File: src/rtl/core/rfe_pkg.sv
// ============================================================================
// rfe_pkg - shared types and constants of the RF remote frame encoder
// Field widths, symbol timings, configuration register indexes and the
// structures passed between the front and back halves of the encoder.
// ============================================================================
`default_nettype none

package rfe_pkg;

  // Field widths
  localparam int TX_ID_W      = 26;
  localparam int PERIOD_W     = 16;
  localparam int UNIT_W       = 6;
  localparam int TAIL_BITS    = 6;
  localparam int ID_BITS_DEF  = 26;

  // Low time of each symbol, in base periods
  localparam logic [UNIT_W-1:0] SYNC_LOW_UNITS  = UNIT_W'(10);
  localparam logic [UNIT_W-1:0] PAUSE_LOW_UNITS = UNIT_W'(40);
  localparam logic [UNIT_W-1:0] ONE_LOW_UNITS   = UNIT_W'(1);
  localparam logic [UNIT_W-1:0] ZERO_LOW_UNITS  = UNIT_W'(5);

  // Configuration register indexes
  localparam int CFG_IDX_W = 2;
  localparam logic [CFG_IDX_W-1:0] CFG_TICKS_PER_UNIT = 2'd0;
  localparam logic [CFG_IDX_W-1:0] CFG_GROUP_BIT      = 2'd1;
  localparam logic [CFG_IDX_W-1:0] CFG_CHANNEL_BITS   = 2'd2;
  localparam logic [CFG_IDX_W-1:0] CFG_UNIT_BITS      = 2'd3;

  // Reset values of the configuration registers
  localparam logic [PERIOD_W-1:0] TICKS_PER_UNIT_RST = PERIOD_W'(250);
  localparam logic                GROUP_BIT_RST      = 1'b0;
  localparam logic [1:0]          CHANNEL_BITS_RST   = 2'd3;
  localparam logic [1:0]          UNIT_BITS_RST      = 2'd3;

  // Kind of an input item
  typedef enum logic {
    CMD_START = 1'b0,
    CMD_TICK  = 1'b1
  } cmd_kind_t;

  // One classified item, as held in the command queue
  typedef struct packed {
    cmd_kind_t          kind;
    logic [TX_ID_W-1:0] tx_id;
    logic               on_off;
  } cmd_t;

  // Configuration register file contents
  typedef struct packed {
    logic [PERIOD_W-1:0] ticks_per_unit;
    logic                group_bit;
    logic [1:0]          channel_bits;
    logic [1:0]          unit_bits;
  } cfg_t;

  // One result item
  typedef struct packed {
    logic frame_done;
    logic accepted;
    logic busy_res;
    logic line_level;
  } res_t;

endpackage : rfe_pkg

`default_nettype wire

File: src/rtl/core/rfe_front.sv
// ============================================================================
// rfe_front - input side of the RF remote frame encoder
// Accepts stream transactions, classifies each as a start request or a time
// tick and holds it in a two-entry command queue for the back end.
// ============================================================================
`default_nettype none

module rfe_front (
  input  wire logic                              clk,
  input  wire logic                              rst_n,
  // input stream
  input  wire logic                              in_valid,
  output logic                                   in_ready,
  input  wire logic                              in_mode,
  input  wire logic [rfe_pkg::TX_ID_W-1:0]       in_tx_id,
  input  wire logic                              in_on_off,
  // command queue read side
  output logic                                   cmd_valid,
  input  wire logic                              cmd_ready,
  output rfe_pkg::cmd_t                          cmd
);

  import rfe_pkg::*;

  localparam int DEPTH = 2;

  cmd_t       queue_r [DEPTH];
  logic       wr_ptr_r, wr_ptr_nxt;
  logic       rd_ptr_r, rd_ptr_nxt;
  logic [1:0] count_r,  count_nxt;
  logic       push, pop;
  cmd_t       cmd_in;

  // classify the incoming transaction
  always_comb begin
    cmd_in.kind   = in_mode ? CMD_TICK : CMD_START;
    cmd_in.tx_id  = in_tx_id;
    cmd_in.on_off = in_on_off;
  end

  assign in_ready  = (count_r != 2'(DEPTH));
  assign cmd_valid = (count_r != 2'd0);
  assign cmd       = queue_r[rd_ptr_r];
  assign push      = in_valid && in_ready;
  assign pop       = cmd_valid && cmd_ready;

  // advance pointers and fill level
  always_comb begin
    wr_ptr_nxt = push ? ~wr_ptr_r : wr_ptr_r;
    rd_ptr_nxt = pop  ? ~rd_ptr_r : rd_ptr_r;
    count_nxt  = count_r + 2'(push) - 2'(pop);
  end

  always_ff @(posedge clk) begin
    if (!rst_n) begin
      wr_ptr_r <= 1'b0;
      rd_ptr_r <= 1'b0;
      count_r  <= 2'd0;
    end else begin
      wr_ptr_r <= wr_ptr_nxt;
      rd_ptr_r <= rd_ptr_nxt;
      count_r  <= count_nxt;
    end
  end

  // store the classified item
  always_ff @(posedge clk) begin
    if (push) begin
      queue_r[wr_ptr_r] <= cmd_in;
    end
  end

endmodule : rfe_front

`default_nettype wire

File: src/rtl/core/rfe_back.sv
// ============================================================================
// rfe_back - frame sequencer of the RF remote frame encoder
// Takes one command a cycle from the queue unless the result is stalled,
// steps the sync / data / pause symbol sequencer and registers the result.
// ============================================================================
`default_nettype none

module rfe_back #(
  parameter int ID_BITS = rfe_pkg::ID_BITS_DEF
) (
  input  wire logic           clk,
  input  wire logic           rst_n,
  input  wire rfe_pkg::cfg_t  cfg,
  // command queue
  input  wire logic           cmd_valid,
  output logic                cmd_ready,
  input  wire rfe_pkg::cmd_t  cmd,
  // result stream
  output logic                res_valid,
  input  wire logic           res_ready,
  output rfe_pkg::res_t       res
);

  import rfe_pkg::*;

  localparam int NBITS = ID_BITS + TAIL_BITS;
  localparam int NPHYS = 2 * NBITS;
  localparam int SYM_W = $clog2(NPHYS + 2);
  localparam int KW    = $clog2(NBITS);
  localparam int SEL_N = 1 << KW;

  // one-hot sequencer phase
  typedef enum logic [2:0] {
    PH_IDLE = 3'b001,
    PH_HIGH = 3'b010,
    PH_LOW  = 3'b100
  } phase_t;

  phase_t               phase_r,  phase_nxt;
  logic [ID_BITS-1:0]   frame_r,  frame_nxt;
  logic [TAIL_BITS-1:0] tail_r,   tail_nxt;
  logic [SYM_W-1:0]     sym_r,    sym_nxt;
  logic [PERIOD_W-1:0]  tick_r,   tick_nxt;
  logic [UNIT_W-1:0]    unit_r,   unit_nxt;
  logic                 res_valid_r, res_valid_nxt;
  res_t                 res_r,    res_nxt;

  logic                 take;
  logic [PERIOD_W-1:0]  period;
  logic [PERIOD_W:0]    tick_sum;
  logic [UNIT_W-1:0]    unit_inc;
  logic [SYM_W-1:0]     phys_idx;
  logic [SYM_W-2:0]     logical_idx;
  logic [SEL_N-1:0]     sel_bits;
  logic                 phys_bit;
  logic [UNIT_W-1:0]    low_units;
  logic [31:0]          id_ext;
  logic                 accepted;
  logic                 done;

  assign take      = cmd_valid && cmd_ready;
  assign cmd_ready = !res_valid_r || res_ready;
  assign res_valid = res_valid_r;
  assign res       = res_r;

  // low length of the current symbol
  always_comb begin
    phys_idx    = sym_r - SYM_W'(1);
    logical_idx = phys_idx[SYM_W-1:1];
    sel_bits    = SEL_N'({tail_r, frame_r});
    phys_bit    = sel_bits[logical_idx[KW-1:0]] ^ phys_idx[0];
    if (sym_r == '0) begin
      low_units = SYNC_LOW_UNITS;
    end else if (sym_r > SYM_W'(NPHYS)) begin
      low_units = PAUSE_LOW_UNITS;
    end else begin
      low_units = phys_bit ? ONE_LOW_UNITS : ZERO_LOW_UNITS;
    end
  end

  assign period   = (cfg.ticks_per_unit == '0) ? PERIOD_W'(1) : cfg.ticks_per_unit;
  assign tick_sum = {1'b0, tick_r} + (PERIOD_W + 1)'(1);
  assign unit_inc = unit_r + UNIT_W'(1);
  assign id_ext   = 32'(cmd.tx_id);

  // step the sequencer for one command
  always_comb begin
    phase_nxt = phase_r;
    frame_nxt = frame_r;
    tail_nxt  = tail_r;
    sym_nxt   = sym_r;
    tick_nxt  = tick_r;
    unit_nxt  = unit_r;
    accepted  = 1'b0;
    done      = 1'b0;
    if (take) begin
      if (cmd.kind == CMD_START) begin
        if (phase_r == PH_IDLE) begin
          frame_nxt = id_ext[ID_BITS-1:0];
          tail_nxt  = {cfg.unit_bits[0], cfg.unit_bits[1],
                       cfg.channel_bits[0], cfg.channel_bits[1],
                       cmd.on_off, cfg.group_bit};
          phase_nxt = PH_HIGH;
          sym_nxt   = '0;
          tick_nxt  = '0;
          unit_nxt  = '0;
          accepted  = 1'b1;
        end
      end else if (phase_r != PH_IDLE) begin
        if (tick_sum >= {1'b0, period}) begin
          tick_nxt = '0;
          if (phase_r == PH_HIGH) begin
            phase_nxt = PH_LOW;
            unit_nxt  = '0;
          end else if (unit_inc >= low_units) begin
            unit_nxt = '0;
            if (sym_r > SYM_W'(NPHYS)) begin
              phase_nxt = PH_IDLE;
              sym_nxt   = '0;
              done      = 1'b1;
            end else begin
              phase_nxt = PH_HIGH;
              sym_nxt   = sym_r + SYM_W'(1);
            end
          end else begin
            unit_nxt = unit_inc;
          end
        end else begin
          tick_nxt = tick_sum[PERIOD_W-1:0];
        end
      end
    end
  end

  // build the result and hold it until taken
  always_comb begin
    res_nxt            = res_r;
    res_valid_nxt      = res_valid_r;
    if (res_valid_r && res_ready) begin
      res_valid_nxt = 1'b0;
    end
    if (take) begin
      res_valid_nxt      = 1'b1;
      res_nxt.line_level = (phase_nxt == PH_HIGH);
      res_nxt.busy_res   = (phase_nxt != PH_IDLE);
      res_nxt.accepted   = accepted;
      res_nxt.frame_done = done;
    end
  end

  always_ff @(posedge clk) begin
    if (!rst_n) begin
      phase_r     <= PH_IDLE;
      frame_r     <= '0;
      tail_r      <= '0;
      sym_r       <= '0;
      tick_r      <= '0;
      unit_r      <= '0;
      res_valid_r <= 1'b0;
    end else begin
      phase_r     <= phase_nxt;
      frame_r     <= frame_nxt;
      tail_r      <= tail_nxt;
      sym_r       <= sym_nxt;
      tick_r      <= tick_nxt;
      unit_r      <= unit_nxt;
      res_valid_r <= res_valid_nxt;
    end
  end

  always_ff @(posedge clk) begin
    res_r <= res_nxt;
  end

endmodule : rfe_back

`default_nettype wire

File: src/rtl/core/rf_remote_frame_encoder.sv
// ============================================================================
// rf_remote_frame_encoder - on-off keyed pulse-distance RF remote encoder
// Top level: configuration registers, command front end and frame sequencer.
// ============================================================================
// Each input transaction is either a start request (tuser = 0) carrying a
// transmitter id and an on/off bit, or one time tick (tuser = 1), and each
// gives exactly one result transaction with the line level, busy, accepted
// and frame-done flags after that item. A frame is a sync, the id LSB first
// followed by group, on/off, channel and unit bits, each sent as two
// pulse-distance symbols, and a closing pause; the base period T is
// ticks_per_unit ticks. While the result side does not stall, the block takes
// one transaction per clock: the front end queues up to two items, the
// sequencer steps one item per clock, and out_tvalid is registered, rising
// in the cycle after its item is taken. Back-pressure on the result side
// fills the queue before in_tready drops. Configuration writes are taken at
// any time (cfg_ready is always high) and belong in idle periods; group,
// channel and unit bits are sampled when a start is taken.
// ============================================================================
`default_nettype none

module rf_remote_frame_encoder #(
  parameter int ID_BITS = rfe_pkg::ID_BITS_DEF
) (
  input  wire logic                          clk,
  input  wire logic                          rst_n,
  // input stream
  input  wire logic                          in_tvalid,
  output logic                               in_tready,
  input  wire logic [31:0]                   in_tdata,  // [25:0] tx_id, [26] on_off
  input  wire logic [0:0]                    in_tuser,  // [0] mode
  // result stream
  output logic                               out_tvalid,
  input  wire logic                          out_tready,
  output logic [7:0]                         out_tdata, // [0] line_level, [1] busy_res,
                                                        // [2] accepted, [3] frame_done
  // configuration writes
  input  wire logic                          cfg_valid,
  output logic                               cfg_ready,
  input  wire logic [rfe_pkg::CFG_IDX_W-1:0] cfg_index,
  input  wire logic [rfe_pkg::PERIOD_W-1:0]  cfg_data
);

  import rfe_pkg::*;

  cfg_t cfg_r, cfg_nxt;
  logic cmd_valid;
  logic cmd_ready;
  cmd_t cmd;
  res_t res;

  // configuration register file
  assign cfg_ready = 1'b1;

  always_comb begin
    cfg_nxt = cfg_r;
    if (cfg_valid && cfg_ready) begin
      unique case (cfg_index)
        CFG_TICKS_PER_UNIT: cfg_nxt.ticks_per_unit = cfg_data;
        CFG_GROUP_BIT:      cfg_nxt.group_bit      = cfg_data[0];
        CFG_CHANNEL_BITS:   cfg_nxt.channel_bits   = cfg_data[1:0];
        CFG_UNIT_BITS:      cfg_nxt.unit_bits      = cfg_data[1:0];
        default:            cfg_nxt = cfg_r;
      endcase
    end
  end

  always_ff @(posedge clk) begin
    if (!rst_n) begin
      cfg_r.ticks_per_unit <= TICKS_PER_UNIT_RST;
      cfg_r.group_bit      <= GROUP_BIT_RST;
      cfg_r.channel_bits   <= CHANNEL_BITS_RST;
      cfg_r.unit_bits      <= UNIT_BITS_RST;
    end else begin
      cfg_r <= cfg_nxt;
    end
  end

  // accept and classify
  rfe_front u_front (
    .clk           (clk),
    .rst_n         (rst_n),
    .in_valid      (in_tvalid),
    .in_ready      (in_tready),
    .in_mode       (in_tuser[0]),
    .in_tx_id      (in_tdata[TX_ID_W-1:0]),
    .in_on_off     (in_tdata[TX_ID_W]),
    .cmd_valid     (cmd_valid),
    .cmd_ready     (cmd_ready),
    .cmd           (cmd)
  );

  // sequence the frame
  rfe_back #(
    .ID_BITS (ID_BITS)
  ) u_back (
    .clk       (clk),
    .rst_n     (rst_n),
    .cfg       (cfg_r),
    .cmd_valid (cmd_valid),
    .cmd_ready (cmd_ready),
    .cmd       (cmd),
    .res_valid (out_tvalid),
    .res_ready (out_tready),
    .res       (res)
  );

  assign out_tdata = {4'b0000, res.frame_done, res.accepted, res.busy_res, res.line_level};

endmodule : rf_remote_frame_encoder

`default_nettype wire
File: config.mk
export PLATFORM = sky130hd
export DESIGN_NAME = rf_remote_frame_encoder
export DESIGN_NICKNAME = d
export VERILOG_FILES = /design/src/rtl/core/rfe_pkg.sv /design/src/rtl/core/rfe_front.sv /design/src/rtl/core/rfe_back.sv /design/src/rtl/core/rf_remote_frame_encoder.sv
export SDC_FILE = /design/constraint.sdc
export NUM_CORES = 1
export LEC_CHECK = 0
export BUFFER_PORTS_ARGS = -buffer_cell sky130_fd_sc_hd__buf_2
export CORE_ASPECT_RATIO = 0.7
export CORE_MARGIN = 2
export CORE_UTILIZATION = 39
export DETAILED_ROUTE_END_ITERATION = 8
export SYNTH_ARGS = -nofsm -noshare
export SYNTH_HDL_FRONTEND = slang
export SYNTH_SLANG_ARGS = --single-unit
File: constraint.sdc
create_clock -name clk -period 4 [get_ports clk]
set_input_delay 0.8 -clock clk [delete_from_list [all_inputs] [get_ports clk]]
set_output_delay 0.8 -clock clk [all_outputs]
set_load 0.05 [all_outputs]
Word-level counts from Yosys, hierarchy flattened
Memory sizes are Yosys's and may differ from the RTL's. A register that Yosys moved wholly into a read port is not among the register bits.
Index checks and enable logic that the tools add are counted.

storage, ports and cells
  word-level logic and storage cells = 109
  register bits after elaboration = 94
  output and inout port bits = 11
  memories = 1
  bits in writable memories = 56
  input bits = 56

memory list
  name             depth  width  read ports  clocked after Yosys merged registers in  write ports  line             RTL
  u_front.queue_r  2      28     1           1                                        1            rfe_front.sv:27  cmd_t queue_r [DEPTH];

cells by class
  order comparisons = 4
  bitwise operators = 7
  equality and inequality tests = 13
  $add $sub $neg = 6
  reduce and logical (&&, ||, !) cells = 20
  multiplexer cells = 40

operators with widths
  cell                                                    count
  two-way mux 16 bit                                      5
  two-way mux 7 bit                                       7
  two-way mux 6 bit                                       8
  two-way mux 3 bit                                       8
  adder 16 x 1 -> 17 bit (second input constant)          1
  >= comparator 17 x 16 -> 1 bit                          1
  zero test 16 bit                                        1
  two-way mux 1 bit                                       10
  inequality test 2 bit (second input constant)           5
  AND reduction 2 bit                                     4
  adder 7 x 1 -> 7 bit (second input constant)            1
  > comparator 7 bit (second input constant)              1
  zero test 7 bit                                         1
  adder 6 x 1 -> 6 bit (second input constant)            1
  equality test 3 x 2 -> 1 bit (second input constant)    2
  >= comparator 6 bit                                     1
  < comparator 5 x 6 -> 1 bit (second input constant)     1
  inequality test 3 x 1 -> 1 bit (second input constant)  2
  NOT 1 bit                                               6
  AND reduction 3 bit                                     2
  AND reduction 6 bit                                     1
  nonzero test 2 bit                                      3
  subtractor 6 x 1 -> 6 bit (second input constant)       1
  binary-select mux 1 bit (select 5 bit)                  1
  13 further kinds                                        16

Logic depth before layout (Yosys ltp)
Gate-level depths: netlist of the first run.

  depth in word-level cells = 15
  mapped depth = 20
  gate-level depth less buffers = 18

Hierarchy
From an unflattened synthesis of the first run, not the netlist that was laid out.

second synthesis, totals
  cells, all modules = 715
  area total of the unflattened synthesis = 7383.3 um^2

modules (own cells, without submodules)
  module                   cells each  instances  area each (um^2)  seq. area each (um^2)
  rfe_back                 502         1          4150.2            1421.4
  rfe_front                117         1          2294.7            1781.7
  rf_remote_frame_encoder  96          1          938.4             420.4

Worst setup path after synthesis of the first run
No wires, ideal clock.

  path type = register to register
  from = reg u_back.sym_r[0]
  to = reg u_back.res_r (netlist bit u_back.res[1]) (data pin)
  period minus slack after synthesis = 4026 ps
  cell stages (with the launch flop) = 20
  arrival = 3758 ps
  setup time = 268 ps
  path slack = -26 ps
  path buffers = 2
  data required time = 3732 ps
  cell sequence = dfxtp_1 buf_2 inv_1 ha_1 nor3b_4 xnor2_4 buf_4 mux2_1 o211a_1 o311ai_0 and3_1 o21ai_1 ha_1 o21ai_0 o211ai_1 o21ai_1 nor2_1 nand2_1 mux2i_1 nand3_1

between the ends
  word-level cells in the longest chain between the ends = 15
  elaborated cells between the ends (all ways) = 18
  those cells by class = add/sub (1); order compare (2); eq/ne (1); mux (12); bitwise (1); reduce/logical (1)

RTL lines
  what                                     line             RTL
  start, declared                          rfe_back.sv:42   logic [SYM_W-1:0] sym_r, sym_nxt;
  start signal, assigned                   rfe_back.sv:164  sym_r <= sym_nxt;
  subtractor 6 x 1 -> 6 bit                rfe_back.sv:68   phys_idx = sym_r - SYM_W'(1);
  binary-select mux 1 bit (select 5 bit)   rfe_back.sv:71   phys_bit = sel_bits[logical_idx[KW-1:0]] ^ phys_idx[0];
  two-way mux 1 bit (implied by the code)  rfe_back.sv:71
  bitwise XOR 1 bit                        rfe_back.sv:71
  two-way mux 3 bit                        rfe_back.sv:77   low_units = phys_bit ? ONE_LOW_UNITS : ZERO_LOW_UNITS;
  two-way mux 6 bit                        rfe_back.sv:74   end else if (sym_r > SYM_W'(NPHYS)) begin
  two-way mux 6 bit                        rfe_back.sv:72   if (sym_r == '0) begin
  >= comparator 6 bit                      rfe_back.sv:115  end else if (unit_inc >= low_units) begin
  two-way mux 3 bit *                      rfe_back.sv:115
  two-way mux 3 bit *                      rfe_back.sv:112  if (phase_r == PH_HIGH) begin
  two-way mux 3 bit *                      rfe_back.sv:110  if (tick_sum >= {1'b0, period}) begin
  two-way mux 3 bit *                      rfe_back.sv:109  end else if (phase_r != PH_IDLE) begin
  two-way mux 3 bit *                      rfe_back.sv:97   if (cmd.kind == CMD_START) begin
  two-way mux 3 bit *                      rfe_back.sv:96   if (take) begin
  inequality test 3 x 1 -> 1 bit *         rfe_back.sv:145  res_nxt.busy_res = (phase_nxt != PH_IDLE);
  end signal, assigned                     rfe_back.sv:172  res_r <= res_nxt;
  end, declared                            rfe_back.sv:46   res_t res_r, res_nxt;

Mark *: on every way between the ends. The rest lies on a longest branch, timed or not. The select of a mux whose other input is x is not followed.
A chain may end at the register's enable or synchronous reset.

Final worst setup path of the first run
  from = reg u_back.sym_r[1]
  to = reg u_back.sym_r[2]

between the ends
  word-level cells in the longest chain between the ends = 10
  elaborated cells between the ends (all ways) = 19
  those cells by class = add/sub (2); order compare (2); eq/ne (1); mux (11); bitwise (1); reduce/logical (2)

RTL lines
  what                                     line
  subtractor 6 x 1 -> 6 bit                rfe_back.sv:68
  binary-select mux 1 bit (select 5 bit)   rfe_back.sv:71
  two-way mux 1 bit (implied by the code)  rfe_back.sv:71
  bitwise XOR 1 bit                        rfe_back.sv:71
  two-way mux 3 bit                        rfe_back.sv:77
  two-way mux 6 bit                        rfe_back.sv:74
  two-way mux 6 bit                        rfe_back.sv:72
  >= comparator 6 bit                      rfe_back.sv:115
  inequality test 2 bit (no line)          --
  AND reduction 6 bit (no line)            --

Several ways; a longest one is shown, not always the timed one. The select of a mux whose other input is x is not followed.

==> results.txt, run 1 <==
----------------------------------------------------
[Run status]
  Result of the run ... finished clean

[Drt]
  WL/cell ... 16.11 µm
  Total wirelength of the detailed-routed design ... 16.42 mm
  Detailed Routing Iterations Pass 1 ... 5
  Number of design rule violations left after detail routing ... 0
  ANT nets after route ... 0
  Initial drt markers ... 386
  Vias after detailed routing ... 5343
  Via density per instance ... 5.243

[Worst setup path]
  End point of the critical path ... u_back.sym_r[2]$_SDFFE_PN0P_
  Launch point of the worst reg-to-reg path ... u_back.sym_r[1]$_SDFFE_PN0P_
  Crit path max fanout ... 5
  Register-to-Register Setup Slack ... 0.04 ns
  Kind of end point of the critical path ... register
  Largest stage delay on the critical path ... 0.37 ns
  Endpoint of the lowest-slack register-to-register path ... u_back.sym_r[2]$_SDFFE_PN0P_
  Worst Path Buf+Inv ... 5
  Critical path launch point type ... register
  Levels on crit path ... 21
  Crit path from ... u_back.sym_r[1]$_SDFFE_PN0P_
  Arrival time reported for the critical path endpoint ... 4.28 ns
  Cells on worst reg2reg path ... 21
  Ordered list of cells on the worst path ... inv_2 -> ha_4 -> nor3b_4 -> xnor2_4 -> buf_12 -> buf_16 -> buf_4 -> mux2i_1 -> a211o_1 -> a311o_1 -> a21oi_2 -> o21ai_2 -> ha_1 -> o21ai_1 -> o211ai_1 -> o21ai_2 -> o32ai_2 -> buf_4 -> nand2_1 -> xor2_1 -> nor2_1
  Family of cells with the greatest summed delay on the critical path ... compound AO/OA/AOI/OAI gates
  Critical-path cell with the highest stage delay ... a311o_1
  Worst setup path category ... register to register
  Required time at the endpoint of the critical path ... 4.32 ns

[Global route]
  Maximum number of pins on one net before global-route repair ... 60
  Global-route wire length before repair ... 26.79 mm
  GRT Residual Overflow ... 0
  Antenna violations before repair ... 0
  Vias in the first global route ... 5203
  Total Routing Usage GR ... 17.01%

[Floorplan]
  Die W ... 167 µm
  Placeable core area ... 18110 µm²
  IO Pins ... 67
  Die height ... 118.1 µm
  Die area ... 19720 µm²
  Initial core utilization ... 40.05%
  Number of cell rows ... 41

[Synth]
  EDFF count, synth ... 60
  Post-synth ARST share ... 0%
  Synthesized area ... 7253 µm²
  Avg Synthesized Cell Area ... 10.35 µm²
  Most used flip-flop cell after synthesis ... dfxtp_1
  Post-synthesis cell count ... 701
  Warnings, synthesis ... 0
  Post-synthesis sequential element count ... 151
  Distinct cells, synth ... 61
  Sequential-to-total area share from yosys stat ... 49.96%

[STA]
  Setup repair after global routing missed its margin ... yes
  Clock skew ... 0.007247 ns
  Setup TNS ... 0 ns
  Final setup violating endpoints ... 0
  Headroom to the max-slew limit ... 21.41%
  Final cycle utilization of the critical path ... 98.97%
  Slew Viols, Final ... 0
  Post-layout min period ... 3.959 ns
  Maximum clock rate ... 0.2526 GHz
  Slew of the pin with the lowest slew margin ... 1.174 ns
  Hold Fails Final Rpt ... 0
  PnR worst setup slack ... 0.04126 ns

[Placed design]
  Placed cells ... 982
  Setup Slack @ Placement ... -0.2674 ns
  Detailed Place HPWL ... 11.26 mm
  Standard cell area after detailed placement ... 7864 µm²
  Routability Congestion ... 0.8336
  Number of buffer cells added on primary ports ... 56

[CTS]
  Clock transition at the registers of the reported paths ... 0.06 ns
  Worst-Skew Late Latency ... 0.43 ns
  Num Clock Sinks ... 151
  CTS Hold Bufs ... 0
  Clock tree from TritonCTS ... done
  Root cell of the clock tree ... clkbuf_16
  Number of clock buffers inserted by TritonCTS ... 17
  Buffer depth of the longest clock path ... 2
  CTS HTree Levels ... 4

[Final layout]
  ANT cells ... 0
  Layout cells sized above 1 ... 21.46%
  Final std cells w/o fill ... 1019
  Area added between synthesis and finish ... 20.18%
  Final design area excluding fillers ... 8717 µm²
  Final Net Count ... 857

[Power]
  Total power per unit cell area ... 598.3 nW/µm²
  Standby leakage power ... 3.603 nW
  Internal Power ... 3.481 mW
  Maximum ir drop on the vdd rail ... 0.3524 mV
  Power spent charging and discharging nets ... 1.735 mW
  Comb pwr share ... 30.8%
  Power share of the sequential group ... 38.8%
  Sw frac ... 33.26%
  Clk network pwr share ... 30.5%
  Final total power ... 5.216 mW

[Job]
  Max-capacitance violation count ... 0

[Min path]
  Worst hold path class ... register to register
  Hold Path Stages ... 2

----------------------------------------------------
-- sequential cells by signal (all words and copies together), names as in the netlist, named ones only --
name,count
u_front.rd_ptr_r,1
u_back.tick_r,16
u_back.sym_r,7
u_back.unit_r,6
u_front.wr_ptr_r,1
u_back.tail_r,6
u_back.res,4
cfg_r,21
u_front.queue_r,56
u_front.count_r,2
u_back.phase_r,3
u_back.res_valid,1
u_back.frame_r,26
-- Yosys cell counts, drive strengths merged, types with 3 or more instances --
| cell | instances | area share [%] |
|---|---|---|
| inv | 29 | 1.5 |
| o22ai | 7 | 0.60 |
| a21boi | 20 | 2.1 |
| o21ai | 18 | 1.2 |
| nor2 | 26 | 1.3 |
| nand2 | 116 | 6.0 |
| clkbuf | 22 | 1.1 |
| or2 | 3 | 0.26 |
| o21a | 4 | 0.41 |
| buf | 17 | 1.3 |
| edfxtp | 60 | 25 |
| nand4 | 10 | 0.86 |
| nor3 | 11 | 0.76 |
| nor4 | 5 | 0.64 |
| a211o | 3 | 0.36 |
| o211a | 29 | 4.0 |
| dfxtp | 91 | 25 |
| nand4b | 3 | 0.36 |
| a211oi | 5 | 0.52 |
| or3b | 3 | 0.36 |
| nand2b | 6 | 0.52 |
| and2 | 13 | 1.1 |
| xor2 | 9 | 1.1 |
| mux2i | 45 | 6.2 |
| and3 | 6 | 0.52 |
| xnor2 | 21 | 2.8 |
| nand3b | 4 | 0.41 |
| a2bb2oi | 4 | 0.48 |
| nor2b | 10 | 0.86 |
| o211ai | 9 | 0.93 |
| a21oi | 14 | 0.97 |
| or3 | 5 | 0.43 |
| a31oi | 4 | 0.34 |
| ha | 31 | 5.3 |
| nand3 | 17 | 1.2 |
-- power by group through the flow --
stage	Combinational, mW	Clock, mW	Sequential (mW)
finish	1.60	1.59	2.02
global route	1.76	1.69	2.05
CTS	1.54	1.63	2.02
detailed placement	1.40	0	2.05
global placement	1.35	0	2.05
floorplan	0.988	0	2.06
-- worst register-to-register path, delay by kind of cell (launching register included) --
family          cells  cell delay [ns]
fa+ha+maj           2             0.40
buf+inv             5             0.66
xor+xnor            2             0.25
mux                 1             0.14
compound gates      8             1.70
simple gates        3             0.38
flops               1             0.32
-- final cells by class --
type / count / area (µm²)
sequential: 151 / 3626
tap: 236 / 295.3
clock inverter: 14 / 147.6
clock buffer: 18 / 439.2
fill: 1651 / 9392
multi-input combinational: 485 / 3546
timing repair buffer: 86 / 554.3
inverter: 29 / 108.9
-- cell usage in the layout, fill, tap and decap left out, drive strengths merged, types with 7 or more instances in the layout --
| master | n |
|---|---|
| o211a | 29 |
| nor2b | 10 |
| nand2 | 116 |
| xor2 | 9 |
| edfxtp | 60 |
| nor3 | 11 |
| xnor2 | 21 |
| o21ai | 18 |
| clkinv | 7 |
| and2 | 13 |
| dfxtp | 91 |
| o211ai | 9 |
| mux2i | 45 |
| a21oi | 14 |
| inv | 32 |
| nand3 | 17 |
| ha | 31 |
| buf | 86 |
| o22ai | 7 |
| nor2 | 26 |
| a21boi | 20 |
| clkbuf | 18 |
| nand4 | 10 |
-- logic make-up (layout without fill, tap and decap cells) --
group	after synthesis	after routing	share of synthesized area, %
AOI/OAI and AO/OA	127	127	13.27
xor gates and xnor gates	30	30	3.881
adders and majority gates	31	31	5.348
buffers and inverters	68	147	3.933
DFF	151	151	49.96
muxes	49	49	7.142
other	2	5	0.1035
and+or+nand+nor	243	243	16.37
-- through the flow --
step | hold slack, ns | utilization (%)
2_1_floorplan | 0.4375 | -
3_3_place_gp | 0.4474 | 43.43
3_5_place_dp | 0.4604 | 43.43
4_1_cts | 0.4681 | 47.47
5_1_grt | 0.4916 | 48.14
6_report | 0.4721 | 48.14
-- what timing repair did --
item,in CTS,in global routing
endpoints found under the setup margin,16,18
gates resized for setup,24,25
pin swaps,10,17
buffers inserted,2,2
gates cloned,1,0
-- metal layers --
metal	vias to the layer above	global-route usage, %	share of wire (%)
met4	0	6.142	1.6
met1	2533	24.38	51
met2	138	25.36	44
met5	-	0	0
li1	2650	-	-
met3	22	3.463	4.1
-- worst min path at each step --
| stage | end | start |
|---|---|---|
| floorplan | u_back.tail_r[2]$_SDFFE_PN0P_ | cfg_r[3]$_SDFFE_PN1P_ |
| global placement | u_back.tick_r[11]$_SDFFE_PN0P_ | u_back.tick_r[11]$_SDFFE_PN0P_ |
| detailed placement | u_back.unit_r[5]$_SDFFE_PN0P_ | u_back.unit_r[5]$_SDFFE_PN0P_ |
| CTS | u_back.unit_r[5]$_SDFFE_PN0P_ | u_back.unit_r[5]$_SDFFE_PN0P_ |
| global route | u_back.unit_r[5]$_SDFFE_PN0P_ | u_back.unit_r[5]$_SDFFE_PN0P_ |
| finish | u_back.unit_r[5]$_SDFFE_PN0P_ | u_back.unit_r[5]$_SDFFE_PN0P_ |
No activity file was read; power rests on OpenSTA's default activity.
==> run 2: changes to the inputs <==
--- a/config.mk
+++ b/config.mk
@@ -8,6 +8,9 @@
 export BUFFER_PORTS_ARGS = -buffer_cell sky130_fd_sc_hd__buf_2
+export CELL_PAD_IN_SITES_DETAIL_PLACEMENT = 1
+export CELL_PAD_IN_SITES_GLOBAL_PLACEMENT = 2
 export CORE_ASPECT_RATIO = 0.7
 export CORE_MARGIN = 2
-export CORE_UTILIZATION = 39
+export CORE_UTILIZATION = 35
 export DETAILED_ROUTE_END_ITERATION = 8
+export PLACE_DENSITY_LB_ADDON = 0.1
 export SYNTH_ARGS = -nofsm -noshare
--- a/constraint.sdc
+++ b/constraint.sdc
@@ -3,2 +3,2 @@
 set_output_delay 0.8 -clock clk [all_outputs]
-set_load 0.05 [all_outputs]
+set_load 0.005 [all_outputs]
==> results.txt, run 2 (synthesis results as in run 1) <==
----------------------------------------------------
[Drt]
  Number of design rule violations left after detail routing ... 0
  Vias after detailed routing ... 5420
  WL/cell ... 17.80 µm
  Detailed Routing Iterations Pass 1 ... 5
  ANT nets after route ... 0
  Initial drt markers ... 275
  Via density per instance ... 5.061
  Total wirelength of the detailed-routed design ... 19.06 mm

[Final layout]
  Flip-flop count of the largest register, all copies and words added ... 56
  Commonest non-fill, non-tap cell in the layout ... nand2_1
  Final std cells w/o fill ... 1071
  Most flop-heavy register ... u_front.queue_r
  Area added between synthesis and finish ... 22.75%
  Final design area excluding fillers ... 8904 µm²
  Final Net Count ... 869
  Layout cells sized above 1 ... 23.65%
  Commonest non-fill, non-tap cells in the layout ... nand2_1 (113), dfxtp_1 (89), edfxtp_1 (60), buf_2 (56), mux2i_1 (42)
  Largest registers ... u_front.queue_r x56, u_back.frame_r x26, cfg_r x21
  Fin util ... 43.36%
  Fillcell total ... 2260
  ANT cells ... 0

[Floorplan]
  Placeable core area ... 20530 µm²
  IO Pins ... 67
  Die height ... 124.4 µm
  Number of cell rows ... 44
  Die area ... 21910 µm²
  Initial core utilization ... 35.32%
  Die W ... 176.1 µm

[Min path]
  Worst hold path class ... register to register
  Source of the worst hold timing path ... u_back.tail_r[0]$_SDFFE_PN0P_
  Hold Path Stages ... 2
  Worst min-delay path endpoint ... u_back.tail_r[0]$_SDFFE_PN0P_

[Worst setup path]
  Worst Path Buf+Inv ... 5
  Worst setup path category ... register to register
  Arrival time reported for the critical path endpoint ... 4.18 ns
  Endpoint of the lowest-slack register-to-register path ... u_back.res[1]$_DFFE_PP_
  Required time at the endpoint of the critical path ... 4.18 ns
  Ordered list of cells on the worst path ... inv_2 -> ha_4 -> nor3b_4 -> xnor2_4 -> buf_12 -> buf_4 -> mux2i_2 -> mux4_2 -> nand2_2 -> o311ai_2 -> buf_4 -> a21oi_2 -> o21ai_1 -> ha_2 -> o21ai_1 -> o211ai_1 -> o21ai_2 -> buf_6 -> o22a_1 -> o21ai_1 -> and2_4 -> nand3_1
  Register-to-Register Setup Slack ... 0.002 ns
  Critical-path cell with the highest stage delay ... mux4_2
  Launch point of the worst reg-to-reg path ... u_back.sym_r[1]$_SDFFE_PN0P_
  Crit path max fanout ... 8
  Kind of end point of the critical path ... register
  Largest stage delay on the critical path ... 0.46 ns
  Critical path's most frequent cell ... o21ai_1
  Critical path launch point type ... register
  Cells on worst reg2reg path ... 22
  Family of cells with the greatest summed delay on the critical path ... compound AO/OA/AOI/OAI gates

[Global route]
  Vias in the first global route ... 5595
  Global-route wire length before repair ... 31.06 mm
  Met3 Usage GRT ... 3.724%
  Met1 Track Usage GR ... 28.49%
  Busiest metal layer after global routing ... met1
  Met2 track demand over resource in global routing ... 25.56%
  GRT Residual Overflow ... 0
  Total Routing Usage GR ... 18.22%
  Maximum number of pins on one net before global-route repair ... 60
  Antenna violations before repair ... 0

[Power]
  Total power per unit cell area ... 584.4 nW/µm²
  Comb pwr share ... 30.0%
  Standby leakage power ... 3.694 nW
  Clk network pwr share ... 31.1%
  Power spent charging and discharging nets ... 1.795 mW
  Sw frac ... 34.50%
  Power share of the sequential group ... 39.0%
  Maximum ir drop on the vdd rail ... 0.3682 mV
  Internal Power ... 3.408 mW

[STA]
  Final setup violating endpoints ... 0
  Slew of the pin with the lowest slew margin ... 0.6280 ns
  Setup TNS ... 0 ns
  Hold Fails Final Rpt ... 0
  Final cycle utilization of the critical path ... 99.95%
  Post-layout min period ... 3.998 ns
  Maximum clock rate ... 0.2501 GHz
  Setup repair after global routing missed its margin ... yes
  Headroom to the max-slew limit ... 58.14%
  Slew Viols, Final ... 0
  PnR worst setup slack ... 0.002182 ns
  Clock skew ... 0.01437 ns

[CTS]
  Number of clock buffers inserted by TritonCTS ... 17
  CTS HTree Levels ... 4
  CTS Hold Bufs ... 0
  Clock tree from TritonCTS ... done
  Root cell of the clock tree ... clkbuf_16
  Worst-Skew Late Latency ... 0.43 ns
  Buffer depth of the longest clock path ... 2
  Clock transition at the registers of the reported paths ... 0.07 ns
  Num Clock Sinks ... 151

[Placed design]
  Setup Slack @ Placement ... -0.3424 ns
  Placed cells ... 1032
  Number of buffer cells added on primary ports ... 56
  Standard cell area after detailed placement ... 7989 µm²
  Routability Congestion ... 0.8644
  Detailed Place HPWL ... 13.64 mm

[Run status]
  Result of the run ... finished clean

[Job]
  Max-capacitance violation count ... 0

----------------------------------------------------
==> run 2: cell types whose count changed in the layout (fill, tap and decap cells not counted), moves of 3 or more <==
cell      previous run  this run
buf_4               26        37
nor2_4               4         1
clkinv_2             4         0
clkinv_8             0         5
inv_8                0         5
buf_6                1         4
==> run 2: layer usage <==
| metal | part of all wire, % | routed length [µm] | up-vias |
|---|---|---|---|
| li1 | - | - | 2660 |
| met4 | 0.69 | 132 | 0 |
| met3 | 3.4 | 657 | 12 |
| met1 | 54 | 10320 | 2659 |
| met2 | 42 | 7947 | 89 |
| met5 | 0 | 0 | - |
==> run 2: power groups by stage <==
stage | logic (mW) | clock network [mW] | registers, mW
6_report | 1.56 | 1.62 | 2.03
2_1_floorplan | 0.967 | 0 | 1.99
5_1_grt | 1.73 | 1.73 | 2.05
3_5_place_dp | 1.39 | 0 | 2.06
4_1_cts | 1.49 | 1.67 | 2.03
3_3_place_gp | 1.35 | 0 | 2.04
==> run 2: worst reg2reg max path: stages (launching register included) <==
cell and delay [ns]:
dfxtp_2 0.33, inv_2 0.08, ha_4 0.14, nor3b_4 0.26, xnor2_4 0.10, buf_12 0.15
buf_4 0.16, mux2i_2 0.15, mux4_2 0.46, nand2_2 0.08, o311ai_2 0.11, buf_4 0.16
a21oi_2 0.11, o21ai_1 0.08, ha_2 0.32, o21ai_1 0.06, o211ai_1 0.20, o21ai_2 0.15
buf_6 0.15, o22a_1 0.15, o21ai_1 0.11, and2_4 0.17, nand3_1 0.07
==> run 2: what timing repair did <==
action                     CTS  global route
setup buffers                3             5
pin swaps                    8            29
setup endpoints to repair   18            23
resized for setup           25            33
==> run 2: final cells by class <==
cell class	instances	area (µm²)	share of cell area, %
Clock buffer	17	425.4	4.778
Clock inverter	15	177.7	1.995
Inverter	29	108.9	1.223
Sequential cell	151	3626	40.73
Tap cell	276	345.3	3.879
Multi-Input combinational cell	485	3597	40.40
Timing Repair Buffer	98	623.1	6.998
==> run 2: worst max path at each step <==
stage	slack [ns]	cells after the start	from	to
2_1_floorplan	0.02	19	u_back.sym_r[0]$_SDFFE_PN0P_	u_back.res[1]$_DFFE_PP_
3_5_place_dp	-0.34	18	u_back.sym_r[1]$_SDFFE_PN0P_	u_back.sym_r[1]$_SDFFE_PN0P_
3_3_place_gp	-0.18	20	u_back.sym_r[0]$_SDFFE_PN0P_	u_back.sym_r[1]$_SDFFE_PN0P_
4_1_cts	-0.04	22	u_back.sym_r[1]$_SDFFE_PN0P_	u_back.res[1]$_DFFE_PP_
5_1_grt	-0.21	22	u_back.sym_r[1]$_SDFFE_PN0P_	u_back.res[1]$_DFFE_PP_
6_report	0.002	22	u_back.sym_r[1]$_SDFFE_PN0P_	u_back.res[1]$_DFFE_PP_
==> run 2: metrics by stage <==
stage / hold slack, ns / power (mW)
6_report: 0.4651 / 5.204
5_1_grt: 0.5003 / 5.516
4_1_cts: 0.4689 / 5.185
3_5_place_dp: 0.4629 / 3.449
3_3_place_gp: 0.4528 / 3.398
2_1_floorplan: 0.4375 / 2.956
